File: src/rtl/core/spr_pkg.sv
// spectral peak ranker package: widths, ranking depth and the rank request
// type passed from the tracker to the chain of rank cells
// no dependencies
`default_nettype none

package spr_pkg;

  localparam int unsigned LevelWidth   = 32;
  localparam int unsigned BinWidth     = 16;
  localparam int unsigned SpectrumSize = 65536;
  localparam int unsigned NumLevels    = 5;
  localparam int unsigned NumBins      = 3;

  typedef logic [LevelWidth-1:0] level_t;
  typedef logic [BinWidth-1:0]   bin_t;

  localparam bin_t StartBinReset = bin_t'(20);

  // one transaction worth of work for the rank cells
  typedef struct packed {
    logic   vld;
    logic   clr;
    logic   rank;
    logic   last;
    bin_t   bin;
    level_t level;
  } req_t;

endpackage

`default_nettype wire

File: src/rtl/core/spr_in_if.sv
// input channel of the spectral peak ranker: one magnitude bin per transaction
// depends on spr_pkg
`default_nettype none

interface spr_in_if;
  logic              valid;
  logic              ready;
  spr_pkg::level_t   magnitude;
  logic              frame_first;
  logic              frame_last;

  modport source (output valid, magnitude, frame_first, frame_last, input ready);
  modport sink   (input valid, magnitude, frame_first, frame_last, output ready);
endinterface

`default_nettype wire

File: src/rtl/core/spr_out_if.sv
// output channel of the spectral peak ranker: ranked peaks of one frame
// depends on spr_pkg
`default_nettype none

interface spr_out_if;
  logic            valid;
  logic            ready;
  spr_pkg::bin_t   peak1_bin;
  spr_pkg::level_t peak1_level;
  spr_pkg::bin_t   peak2_bin;
  spr_pkg::level_t peak2_level;
  spr_pkg::bin_t   peak3_bin;
  spr_pkg::level_t peak3_level;
  spr_pkg::level_t level4;
  spr_pkg::level_t level5;

  modport source (output valid, peak1_bin, peak1_level, peak2_bin, peak2_level,
                  peak3_bin, peak3_level, level4, level5, input ready);
  modport sink   (input valid, peak1_bin, peak1_level, peak2_bin, peak2_level,
                  peak3_bin, peak3_level, level4, level5, output ready);
endinterface

`default_nettype wire

File: src/rtl/core/spectral_peak_top_ranker.sv
// top level of the spectral peak ranker: tracker, chain of rank cells and
// output register; depends on spr_pkg, spr_in_if, spr_out_if, spr_tracker, spr_rank_cell
`default_nettype none

// Spectral peak ranker. Accepts one magnitude bin per clock cycle with no
// bubbles while input ready is high. A transaction goes through two register
// stages: the tracker finds local maxima in the cycle it accepts a bin, and
// the chain of five rank cells inserts a qualifying peak when the tracker's
// request advances. The result of a frame_last bin is loaded into the output
// register as its request advances. Input ready drops only while a frame_last
// transaction sits in the cell stage and the previous result has not been
// taken. start_bin takes effect at the next frame_first; after reset it is 20.
module spectral_peak_top_ranker (
  input  wire logic          clk_i,
  input  wire logic          rst_ni,
  input  wire logic          cfg_we_i,
  input  wire spr_pkg::bin_t cfg_wdata_i,
  spr_in_if.sink             in_i,
  spr_out_if.source          out_o
);

  localparam int unsigned NumCells = spr_pkg::NumLevels;

  spr_pkg::req_t   req;
  logic            accept, stall, adv, load;
  logic            out_vld_q;
  logic            gt     [NumCells];
  spr_pkg::level_t lvl    [NumCells];
  spr_pkg::bin_t   bin    [NumCells];
  spr_pkg::level_t lvl_d  [NumCells];
  spr_pkg::bin_t   bin_d  [NumCells];
  spr_pkg::level_t out_lvl_q [NumCells];
  spr_pkg::bin_t   out_bin_q [spr_pkg::NumBins];

  assign stall      = req.vld && req.last && out_vld_q && !out_o.ready;
  assign adv        = !stall;
  assign load       = req.vld && req.last && adv;
  assign in_i.ready = adv;
  assign accept     = in_i.valid && in_i.ready;

  spr_tracker u_tracker (
    .clk_i         (clk_i),
    .rst_ni        (rst_ni),
    .cfg_we_i      (cfg_we_i),
    .cfg_wdata_i   (cfg_wdata_i),
    .accept_i      (accept),
    .adv_i         (adv),
    .magnitude_i   (in_i.magnitude),
    .frame_first_i (in_i.frame_first),
    .frame_last_i  (in_i.frame_last),
    .req_o         (req)
  );

  for (genvar i = 0; i < NumCells; i++) begin : g_cell
    spr_rank_cell u_cell (
      .clk_i        (clk_i),
      .rst_ni       (rst_ni),
      .en_i         (req.vld && adv),
      .req_i        (req),
      .left_gt_i    ((i == 0) ? 1'b0 : gt[(i == 0) ? 0 : i - 1]),
      .left_level_i ((i == 0) ? '0 : lvl[(i == 0) ? 0 : i - 1]),
      .left_bin_i   ((i == 0) ? '0 : bin[(i == 0) ? 0 : i - 1]),
      .gt_o         (gt[i]),
      .level_o      (lvl[i]),
      .bin_o        (bin[i]),
      .level_d_o    (lvl_d[i]),
      .bin_d_o      (bin_d[i])
    );
  end

  always_ff @(posedge clk_i or negedge rst_ni) begin
    if (!rst_ni) begin
      out_vld_q <= 1'b0;
    end else if (load) begin
      out_vld_q <= 1'b1;
    end else if (out_o.ready) begin
      out_vld_q <= 1'b0;
    end
  end

  // result payload comes straight from the cells' next state
  always_ff @(posedge clk_i) begin
    if (load) begin
      for (int i = 0; i < NumCells; i++) begin
        out_lvl_q[i] <= lvl_d[i];
      end
      for (int i = 0; i < spr_pkg::NumBins; i++) begin
        out_bin_q[i] <= bin_d[i];
      end
    end
  end

  assign out_o.valid       = out_vld_q;
  assign out_o.peak1_bin   = out_bin_q[0];
  assign out_o.peak1_level = out_lvl_q[0];
  assign out_o.peak2_bin   = out_bin_q[1];
  assign out_o.peak2_level = out_lvl_q[1];
  assign out_o.peak3_bin   = out_bin_q[2];
  assign out_o.peak3_level = out_lvl_q[2];
  assign out_o.level4      = out_lvl_q[3];
  assign out_o.level5      = out_lvl_q[4];

endmodule

`default_nettype wire

File: src/rtl/core/spr_tracker.sv
// rise/fall tracker: finds local maxima and issues rank requests to the cells
// depends on spr_pkg
`default_nettype none

module spr_tracker (
  input  wire logic            clk_i,
  input  wire logic            rst_ni,
  input  wire logic            cfg_we_i,
  input  wire spr_pkg::bin_t   cfg_wdata_i,
  input  wire logic            accept_i,
  input  wire logic            adv_i,
  input  wire spr_pkg::level_t magnitude_i,
  input  wire logic            frame_first_i,
  input  wire logic            frame_last_i,
  output spr_pkg::req_t        req_o
);

  spr_pkg::bin_t   start_bin_q;
  spr_pkg::level_t prev_level_q, prev_level_d;
  spr_pkg::level_t peak_level_q, peak_level_d;
  spr_pkg::bin_t   peak_bin_q, peak_bin_d;
  logic            rising_q, rising_d;
  logic            peak_rising_q, peak_rising_d;
  spr_pkg::bin_t   cnt_q, cnt_d;
  spr_pkg::req_t   req_q, req_d;

  spr_pkg::level_t lvl, plvl;
  spr_pkg::bin_t   pbin, cnt, max_bin;
  logic            ris, pris, det, peak_gt;
  logic [spr_pkg::BinWidth:0] cnt_inc;

  always_comb begin
    // frame_first clears the tracking state before this bin
    lvl  = frame_first_i ? '0 : prev_level_q;
    plvl = frame_first_i ? '0 : peak_level_q;
    pbin = frame_first_i ? '0 : peak_bin_q;
    ris  = frame_first_i | rising_q;
    pris = frame_first_i | peak_rising_q;
    cnt  = frame_first_i ? start_bin_q : cnt_q;

    det     = ris && (lvl > magnitude_i);
    peak_gt = plvl > lvl;
    max_bin = (cnt == '0) ? spr_pkg::bin_t'(spr_pkg::SpectrumSize - 1) : cnt - 1'b1;

    prev_level_d  = magnitude_i;
    peak_level_d  = det ? lvl : plvl;
    peak_bin_d    = det ? max_bin : pbin;
    peak_rising_d = det ? !peak_gt : pris;
    rising_d      = (magnitude_i > lvl) ? 1'b1 : (det ? 1'b0 : ris);

    cnt_inc = {1'b0, cnt} + 1'b1;
    cnt_d   = (32'(cnt_inc) >= spr_pkg::SpectrumSize) ? '0
                                                      : cnt_inc[spr_pkg::BinWidth-1:0];

    req_d.vld   = accept_i;
    req_d.clr   = frame_first_i;
    req_d.rank  = det && pris && peak_gt;
    req_d.last  = frame_last_i;
    req_d.bin   = pbin;
    req_d.level = plvl;
  end

  always_ff @(posedge clk_i or negedge rst_ni) begin
    if (!rst_ni) begin
      start_bin_q   <= spr_pkg::StartBinReset;
      prev_level_q  <= '0;
      peak_level_q  <= '0;
      peak_bin_q    <= '0;
      rising_q      <= 1'b1;
      peak_rising_q <= 1'b1;
      cnt_q         <= spr_pkg::StartBinReset;
      req_q         <= '0;
    end else begin
      if (cfg_we_i) begin
        start_bin_q <= cfg_wdata_i;
      end
      if (accept_i) begin
        prev_level_q  <= prev_level_d;
        peak_level_q  <= peak_level_d;
        peak_bin_q    <= peak_bin_d;
        rising_q      <= rising_d;
        peak_rising_q <= peak_rising_d;
        cnt_q         <= cnt_d;
      end
      if (adv_i) begin
        req_q <= req_d;
      end
    end
  end

  assign req_o = req_q;

endmodule

`default_nettype wire

File: src/rtl/core/spr_rank_cell.sv
// one cell of the insertion chain: holds one ranked level and its bin,
// takes the new peak or its left neighbor's entry when the peak is inserted
// depends on spr_pkg
`default_nettype none

module spr_rank_cell (
  input  wire logic            clk_i,
  input  wire logic            rst_ni,
  input  wire logic            en_i,
  input  wire spr_pkg::req_t   req_i,
  input  wire logic            left_gt_i,
  input  wire spr_pkg::level_t left_level_i,
  input  wire spr_pkg::bin_t   left_bin_i,
  output logic                 gt_o,
  output spr_pkg::level_t      level_o,
  output spr_pkg::bin_t        bin_o,
  output spr_pkg::level_t      level_d_o,
  output spr_pkg::bin_t        bin_d_o
);

  spr_pkg::level_t level_q, level_d;
  spr_pkg::bin_t   bin_q, bin_d;
  logic            take_new, take_left;

  always_comb begin
    level_o = req_i.clr ? '0 : level_q;
    bin_o   = req_i.clr ? '0 : bin_q;
    gt_o    = req_i.level > level_o;
    // chain is sorted, so gt is monotonic: the first cell with gt takes the
    // new peak and everything right of it shifts by one
    take_new  = req_i.rank && gt_o && !left_gt_i;
    take_left = req_i.rank && left_gt_i;
    level_d   = take_new ? req_i.level : (take_left ? left_level_i : level_o);
    bin_d     = take_new ? req_i.bin   : (take_left ? left_bin_i   : bin_o);
  end

  always_ff @(posedge clk_i or negedge rst_ni) begin
    if (!rst_ni) begin
      level_q <= '0;
      bin_q   <= '0;
    end else if (en_i) begin
      level_q <= level_d;
      bin_q   <= bin_d;
    end
  end

  assign level_d_o = level_d;
  assign bin_d_o   = bin_d;

endmodule

`default_nettype wire

File: src/flat_wrapper.sv
// flat-port wrapper written by rule: the top's interface ports become plain ports
module spectral_peak_top_ranker_flat 
  (clk_i, rst_ni, cfg_we_i, cfg_wdata_i, in_i_valid, in_i_magnitude, in_i_frame_first, in_i_frame_last, in_i_ready, out_o_valid, out_o_peak1_bin, out_o_peak1_level, out_o_peak2_bin, out_o_peak2_level, out_o_peak3_bin, out_o_peak3_level, out_o_level4, out_o_level5, out_o_ready);
  spr_in_if in_i_i ();
  spr_out_if out_o_i ();
  input  wire logic clk_i;
  input  wire logic rst_ni;
  input  wire logic cfg_we_i;
  input  wire spr_pkg::bin_t cfg_wdata_i;
  input wire logic [$bits(in_i_i.valid)-1:0] in_i_valid;
  input wire logic [$bits(in_i_i.magnitude)-1:0] in_i_magnitude;
  input wire logic [$bits(in_i_i.frame_first)-1:0] in_i_frame_first;
  input wire logic [$bits(in_i_i.frame_last)-1:0] in_i_frame_last;
  output wire logic [$bits(in_i_i.ready)-1:0] in_i_ready;
  output wire logic [$bits(out_o_i.valid)-1:0] out_o_valid;
  output wire logic [$bits(out_o_i.peak1_bin)-1:0] out_o_peak1_bin;
  output wire logic [$bits(out_o_i.peak1_level)-1:0] out_o_peak1_level;
  output wire logic [$bits(out_o_i.peak2_bin)-1:0] out_o_peak2_bin;
  output wire logic [$bits(out_o_i.peak2_level)-1:0] out_o_peak2_level;
  output wire logic [$bits(out_o_i.peak3_bin)-1:0] out_o_peak3_bin;
  output wire logic [$bits(out_o_i.peak3_level)-1:0] out_o_peak3_level;
  output wire logic [$bits(out_o_i.level4)-1:0] out_o_level4;
  output wire logic [$bits(out_o_i.level5)-1:0] out_o_level5;
  input wire logic [$bits(out_o_i.ready)-1:0] out_o_ready;
  assign in_i_i.valid = in_i_valid;
  assign in_i_i.magnitude = in_i_magnitude;
  assign in_i_i.frame_first = in_i_frame_first;
  assign in_i_i.frame_last = in_i_frame_last;
  assign in_i_ready = in_i_i.ready;
  assign out_o_valid = out_o_i.valid;
  assign out_o_peak1_bin = out_o_i.peak1_bin;
  assign out_o_peak1_level = out_o_i.peak1_level;
  assign out_o_peak2_bin = out_o_i.peak2_bin;
  assign out_o_peak2_level = out_o_i.peak2_level;
  assign out_o_peak3_bin = out_o_i.peak3_bin;
  assign out_o_peak3_level = out_o_i.peak3_level;
  assign out_o_level4 = out_o_i.level4;
  assign out_o_level5 = out_o_i.level5;
  assign out_o_i.ready = out_o_ready;
  spectral_peak_top_ranker u_core (.clk_i(clk_i), .rst_ni(rst_ni), .cfg_we_i(cfg_we_i), .cfg_wdata_i(cfg_wdata_i), .in_i(in_i_i), .out_o(out_o_i));
endmodule
File: config.mk
export PLATFORM = sky130hd
export DESIGN_NAME = spectral_peak_top_ranker_flat
export DESIGN_NICKNAME = d
export VERILOG_FILES = /design/src/rtl/core/spr_pkg.sv /design/src/rtl/core/spr_in_if.sv /design/src/rtl/core/spr_out_if.sv /design/src/rtl/core/spectral_peak_top_ranker.sv /design/src/rtl/core/spr_tracker.sv /design/src/rtl/core/spr_rank_cell.sv /design/src/flat_wrapper.sv
export SDC_FILE = /design/constraint.sdc
export NUM_CORES = 1
export LEC_CHECK = 0
export BUFFER_PORTS_ARGS = -buffer_cell sky130_fd_sc_hd__buf_2
export CELL_PAD_IN_SITES_DETAIL_PLACEMENT = 0
export CELL_PAD_IN_SITES_GLOBAL_PLACEMENT = 1
export CORE_MARGIN = 2
export CORE_UTILIZATION = 45
export CTS_CLUSTER_DIAMETER = 30
export DETAILED_ROUTE_END_ITERATION = 7
export PLACE_DENSITY = 0.78
export SLEW_MARGIN = 20
export SYNTH_ARGS = -nofsm -noshare
export SYNTH_HDL_FRONTEND = slang
export SYNTH_HIERARCHICAL = 1
export SYNTH_SLANG_ARGS = --single-unit
File: constraint.sdc
create_clock -name clk_i -period 24.6 [get_ports clk_i]
set_input_delay 4.92 -clock clk_i [delete_from_list [all_inputs] [get_ports clk_i]]
set_output_delay 4.92 -clock clk_i [all_outputs]
set_load 0.02 [all_outputs]
==> flow_metrics.env, run 1 <==
export IMPL_hold_viol_final=0
export IMPL_combPwrFrac_pct=25.4
export IMPL_maxSlewViolCount=80
export IMPL_cts_sinks=583
export IMPL_start_kind="input port"
export IMPL_grt_pass1_vias=28840
export IMPL_setup_violations=0
export IMPL_routabilityCongestion=0.837
export IMPL_cts_setup_buffers=0
export IMPL_finalNetCount=4268
export IMPL_drv_max_cap_violation_count=0
export IMPL_rows=105
export IMPL_status="finished with violations"
export IMPL_yosysWarnings=6
export IMPL_htreeDepth=4
export IMPL_drcViolationCount=0
export IMPL_core_mm2=0.0817
export IMPL_final_min_period_over_clock_period_pct=42.3
export IMPL_post_route_cell_area_mm2=0.0445
export IMPL_place_area_mm2=0.0392
export IMPL_vias=29021
export IMPL_dieArea_mm2=0.0846
export IMPL_wl_mm=106
export IMPL_fin_util_pct=54.4
export IMPL_fmax_mhz=96.1
export IMPL_hold_slack_ns=0.489
export IMPL_grt_pass1_wl_mm=165
export IMPL_drt_first_iter_violations=2005
export IMPL_ir_drop_v=0.0000686
export IMPL_postRouteAntennaNets=0
export IMPL_crit_fanout=3
export IMPL_required_ns=19.68
export IMPL_syn_avg_cell_area_um2=9.92
export IMPL_grtUsageTotal_pct=24.8
export IMPL_p_per_area_mw_per_mm2=99.8
export IMPL_ios=265
export IMPL_path_class="input port to output pin"
export IMPL_cts_buffer_depth=3
export IMPL_endpoint_kind="output pin"
export IMPL_dpl_hpwl_mm=70.2
export IMPL_max_slew_worst_pin_slew_ns=3.35
export IMPL_seq_power_share_pct=29.1
export IMPL_via_per_inst=5.60
export IMPL_clk_root_buffer_cell="clkbuf_16"
export IMPL_leakagePower_nw=21.2
export IMPL_p_total_mw=4.44
export IMPL_clkPwrFrac_pct=45.5
export IMPL_die_y_um=291
export IMPL_clk_pin_slew_ns=0.04
export IMPL_synthCells=3730
export IMPL_dr_pass1_iters=6
export IMPL_skew_ns=0.0458
export IMPL_cts_hold_buffers=0
export IMPL_cts_buffers=152
export IMPL_cp_arrival_ns=5.49
export IMPL_area_growth_syn_to_layout_pct=20.2
export IMPL_switching_share_pct=32.5
export IMPL_min_path_type="flop to flop"
export IMPL_start_util_pct=45.3
export IMPL_min_period_ns=10.41
export IMPL_synth_area_mm2=0.0370
export IMPL_routedWlPerCell_um=20.4
export IMPL_grt_max_degree=146
export IMPL_relSlewSlack_pct=-124
export IMPL_insertion_delay_ns=0.74
export IMPL_p_switching_mw=1.44
export IMPL_cts_tree="built"
export IMPL_rsz0062_at_grt="no"
export IMPL_drive_above_1_share_pct=21.1
export IMPL_io_buffers=264
export IMPL_violations="max-slew violations"
export IMPL_tns_ns=0
export IMPL_gr_total_overflow=0
export IMPL_die_w_um=291
export IMPL_p_int_mw=3.00
export IMPL_antenna_found_initial=6
export IMPL_cts_resized=0
layout make-up:
| type | instances | area (µm²) |
|---|---|---|
| Sequential cell | 583 | 15600 |
| Clock buffer | 200 | 4180 |
| Timing Repair Buffer | 324 | 1800 |
| Inverter | 288 | 1080 |
| Antenna cell | 1 | 2.50 |
| Fill cell | 7299 | 37200 |
| Tap cell | 1070 | 1340 |
| Multi-Input combinational cell | 2637 | 19300 |
| Clock inverter | 80 | 1120 |
sequential cells by signal (all words and copies together) (netlist names):
| signal | count |
|---|---|
| u_core/g_cell.u_cell/bin_q | 48 |
| u_core/g_cell.u_cell/level_q | 160 |
| u_core/out_bin_q | 48 |
| u_core/out_lvl_q | 160 |
| u_core/out_o.valid | 1 |
| u_core/u_tracker/cnt_q | 16 |
| u_core/u_tracker/peak_bin_q | 16 |
| u_core/u_tracker/peak_level_q | 32 |
| u_core/u_tracker/peak_rising_q | 1 |
| u_core/u_tracker/prev_level_q | 32 |
| u_core/u_tracker/req_o | 52 |
| u_core/u_tracker/rising_q | 1 |
| u_core/u_tracker/start_bin_q | 16 |
critical path, cell delays in order:
cell and delay (ns):
buf_2 0.12, nor2b_4 0.19, nand3_2 0.10, buf_2 0.17
worst paths after layout:
| kind | startpoint | to | slack (ns) | cells after the start |
|---|---|---|---|---|
| hold reg to reg | u_core/u_tracker/cnt_q[2] | u_core/u_tracker/cnt_q[2] | 0.49 | 2 |
| setup reg to reg | u_core/u_tracker/req_o[50] | u_core/out_lvl_q[0][128] | 18.01 | 15 |
| setup / recovery | out_o_ready | in_i_ready | 14.19 | 4 |
| max in group asynchronous | rst_ni | u_core/g_cell[0].u_cell/level_q[5] | 18.23 | 3 |
| min in group asynchronous | rst_ni | u_core/u_tracker/prev_level_q[21] | 4.25 | 1 |
| hold / removal | u_core/u_tracker/cnt_q[2] | u_core/u_tracker/cnt_q[2] | 0.49 | 2 |
per-stage QoR:
stage,worst slack [ns],std cells
3_3_place_gp,14.19,4902
2_1_floorplan,10.27,3779
5_1_grt,14.15,5182
4_1_cts,14.19,5182
6_report,14.19,5183
3_5_place_dp,14.19,4902
power by group through the flow:
stage | clock network, mW | registers [mW] | logic, mW
final | 2.02 | 1.29 | 1.13
after global routing | 2.11 | 1.31 | 1.25
after CTS | 2.05 | 1.29 | 1.12
after detailed placement | 0 | 1.30 | 1.12
after global placement | 0 | 1.30 | 1.10
after floorplan | 0 | 1.32 | 0.759
placed cells by master, fill, tap and decap left out, types with 19 or more instances in the layout:
cell	n
mux2i_1	240
nand2_1	248
nand3_1	101
nand2b_1	202
clkbuf_16	155
mux2_1	21
mux2_2	233
o22ai_1	29
o31ai_1	33
buf_4	58
nand3b_1	20
inv_1	288
o221a_1	58
clkbuf_1	32
a21oi_1	357
o221ai_1	32
o21ai_0	218
buf_2	262
edfxtp_1	208
clkinv_2	19
nor2_1	69
dfrtp_1	368
ha_1	227
nand4_1	126
conb_1	50
nor2b_1	187
o221a_2	22
routing by layer:
layer	up-vias	wire length [µm]	track usage, %
met4	4	3070	8.93
met3	191	4760	4.28
met2	724	50600	40.6
met1	14129	47500	33.1
met5	-	30	0
li1	13973	-	-
Note: power is estimated with default switching activity, not from simulation.
==> run 2, diff against run 1 <==
==> constraint.sdc (replaced) <==
create_clock -name clk_i -period 10.4 [get_ports clk_i]
set_input_delay 2.08 -clock clk_i [delete_from_list [all_inputs] [get_ports clk_i]]
set_output_delay 2.08 -clock clk_i [all_outputs]
set_load 0.02 [all_outputs]
==> flow_metrics.env, run 2 (same netlist as run 1, synthesis figures left out) <==
export IMPL_drv_max_cap_violation_count=0
export IMPL_rrSetupSlack_ns=4.54
export IMPL_worst_r2r_cell_count=15
export IMPL_cp_common_cell="buf_4"
export IMPL_grtUsageTotal_pct=25.7
export IMPL_dpl_hpwl_mm=72.2
export IMPL_drt_first_iter_violations=2298
export IMPL_antennaDiodeCount=0
export IMPL_cts_sinks=583
export IMPL_die_y_um=291
export IMPL_p_total_mw=10.7
export IMPL_htreeDepth=4
export IMPL_min_path_cells=2
export IMPL_critPathTopFamily="buffers and inverters"
export IMPL_rows=105
export IMPL_maxSlewViolCount=80
export IMPL_clk_pin_slew_ns=0.05
export IMPL_fmax_mhz=171
export IMPL_p_int_mw=7.16
export IMPL_place_area_mm2=0.0392
export IMPL_grt_max_degree=255
export IMPL_fillers=7319
export IMPL_min_period_ns=5.86
export IMPL_required_ns=10.86
export IMPL_area_growth_syn_to_layout_pct=20.6
export IMPL_slowest_stage="buf_4"
export IMPL_worstHoldStart="u_core/u_tracker/cnt_q[2]"
export IMPL_clk_root_buffer_cell="clkbuf_16"
export IMPL_routedWlPerCell_um=21.2
export IMPL_vias=29394
export IMPL_post_route_cell_area_mm2=0.0446
export IMPL_postRouteAntennaNets=0
export IMPL_final_min_period_over_clock_period_pct=56.4
export IMPL_r2r_start="u_core/u_tracker/req_o[50]"
export IMPL_setup_violations=0
export IMPL_grt_pass1_vias=29250
export IMPL_seq_power_share_pct=28.8
export IMPL_grt_pass1_wl_mm=171
export IMPL_start_util_pct=45.3
export IMPL_hold_slack_ns=0.492
export IMPL_crit_path_cell_trace="buf_4 > nand2b_1 > ha_1 > nand4_2 > nor4_2 > nand2b_1 > a31oi_1 > nor2_4 > inv_1 > a311o_1 > a21oi_2 > o21ai_4 > buf_4 > buf_4 > mux2_2"
export IMPL_crit_fanout=102
export IMPL_p_per_area_mw_per_mm2=239
export IMPL_cts_resized=0
export IMPL_max_slew_worst_pin_slew_ns=3.34
export IMPL_violations="max-slew violations"
export IMPL_slowest_delay_ns=0.94
export IMPL_hold_end="u_core/u_tracker/cnt_q[2]"
export IMPL_wl_mm=110
export IMPL_min_path_type="flop to flop"
export IMPL_finalNetCount=4267
export IMPL_hold_viol_final=0
export IMPL_final_cell_mix="dfrtp_1 (368), a21oi_1 (357), inv_1 (288), buf_2 (262), nand2_1 (248)"
export IMPL_reg2reg_to="u_core/out_lvl_q[0][68]"
export IMPL_antenna_found_initial=2
export IMPL_placedCellCount=4899
export IMPL_drcViolationCount=0
export IMPL_drive_above_1_share_pct=21.6
export IMPL_cts_buffers=154
export IMPL_tns_ns=0
export IMPL_io_buffers=264
export IMPL_routabilityCongestion=0.829
export IMPL_layout_commonest_cell="dfrtp_1"
export IMPL_endpoint_kind="flop"
export IMPL_cts_setup_buffers=0
export IMPL_path_class="flop to flop"
export IMPL_start_kind="flop"
export IMPL_worstSetupStartpoint="u_core/u_tracker/req_o[50]"
export IMPL_clkPwrFrac_pct=46.2
export IMPL_insertion_delay_ns=0.73
export IMPL_core_mm2=0.0817
export IMPL_p_switching_mw=3.52
export IMPL_ir_drop_v=0.000147
export IMPL_cts_buffer_depth=3
export IMPL_gr_total_overflow=0
export IMPL_ios=265
export IMPL_skew_ns=0.0391
export IMPL_via_per_inst=5.67
export IMPL_path_buf_inv=4
export IMPL_die_w_um=291
export IMPL_cts_hold_buffers=0
export IMPL_dieArea_mm2=0.0846
export IMPL_combPwrFrac_pct=25.0
export IMPL_cts_tree="built"
export IMPL_final_cells=5188
export IMPL_status="finished with violations"
export IMPL_relSlewSlack_pct=-122
export IMPL_rsz0062_at_grt="no"
export IMPL_dr_pass1_iters=5
export IMPL_switching_share_pct=32.9
export IMPL_cp_arrival_ns=6.33
export IMPL_leakagePower_nw=21.2
==> run 2: cell count changes in the layout (fill, tap and decap cells not counted), sizes merged <==
cell      delta
clkbuf       -8
diode        -1
bufinv       +2
clkinvlp     +8
buf          -3
clkinv       +7
==> run 2: power by group through the flow <==
stage / clock network [mW] / registers (mW) / logic, mW
after detailed placement: 0 / 3.10 / 2.64
after CTS: 5.00 / 3.08 / 2.65
after global routing: 5.13 / 3.12 / 2.96
final: 4.93 / 3.08 / 2.67
after floorplan: 0 / 3.12 / 1.80
after global placement: 0 / 3.10 / 2.60
==> run 2: through the flow <==
step	util, %	worst slack (ns)
after floorplan	-	2.40
after global placement	47.9	4.48
after detailed placement	47.9	4.40
after CTS	54.6	4.64
after global routing	54.6	4.30
final	54.6	4.54
==> run 2: worst max-delay path by stage <==
stage,cells past startpoint,endpoint
3_5_place_dp,11,u_core/u_tracker/peak_level_q[10]
6_report,15,u_core/out_lvl_q[0][68]
5_1_grt,15,u_core/out_lvl_q[0][68]
2_1_floorplan,2,u_core/out_bin_q[0][0]
4_1_cts,15,u_core/out_lvl_q[0][68]
3_3_place_gp,11,u_core/u_tracker/peak_level_q[13]
==> run 2: area by class of cell <==
class | count | area, µm² | share of cell area, %
clock buffers | 192 | 4160 | 9.31
flip-flops and latches | 583 | 15600 | 35.0
clock inverters | 97 | 1320 | 2.95
repair buffers | 321 | 1800 | 4.03
multi-input cells | 2637 | 19300 | 43.2
well taps | 1070 | 1340 | 3.00
inverters | 288 | 1080 | 2.42
==> run 2: per-layer routing <==
metal	vias to the layer above	GRT usage (%)	routed length, µm
met5	-	0	0
li1	14009	-	-
met2	812	42.0	52600
met1	14392	34.8	49200
met3	181	4.14	5200
met4	0	8.56	2940
==> run 2: worst reg2reg max path, delay by kind of cell, from the launching register on <==
family                   cells  cell delay [ns]
buffers and inverters        4             2.41
AND/OR/NAND/NOR              5             1.08
flip-flops                   1             0.76
AO/OA/AOI/OAI                4             0.67
multiplexers                 1             0.53
adder cells (fa/ha/maj)      1             0.19
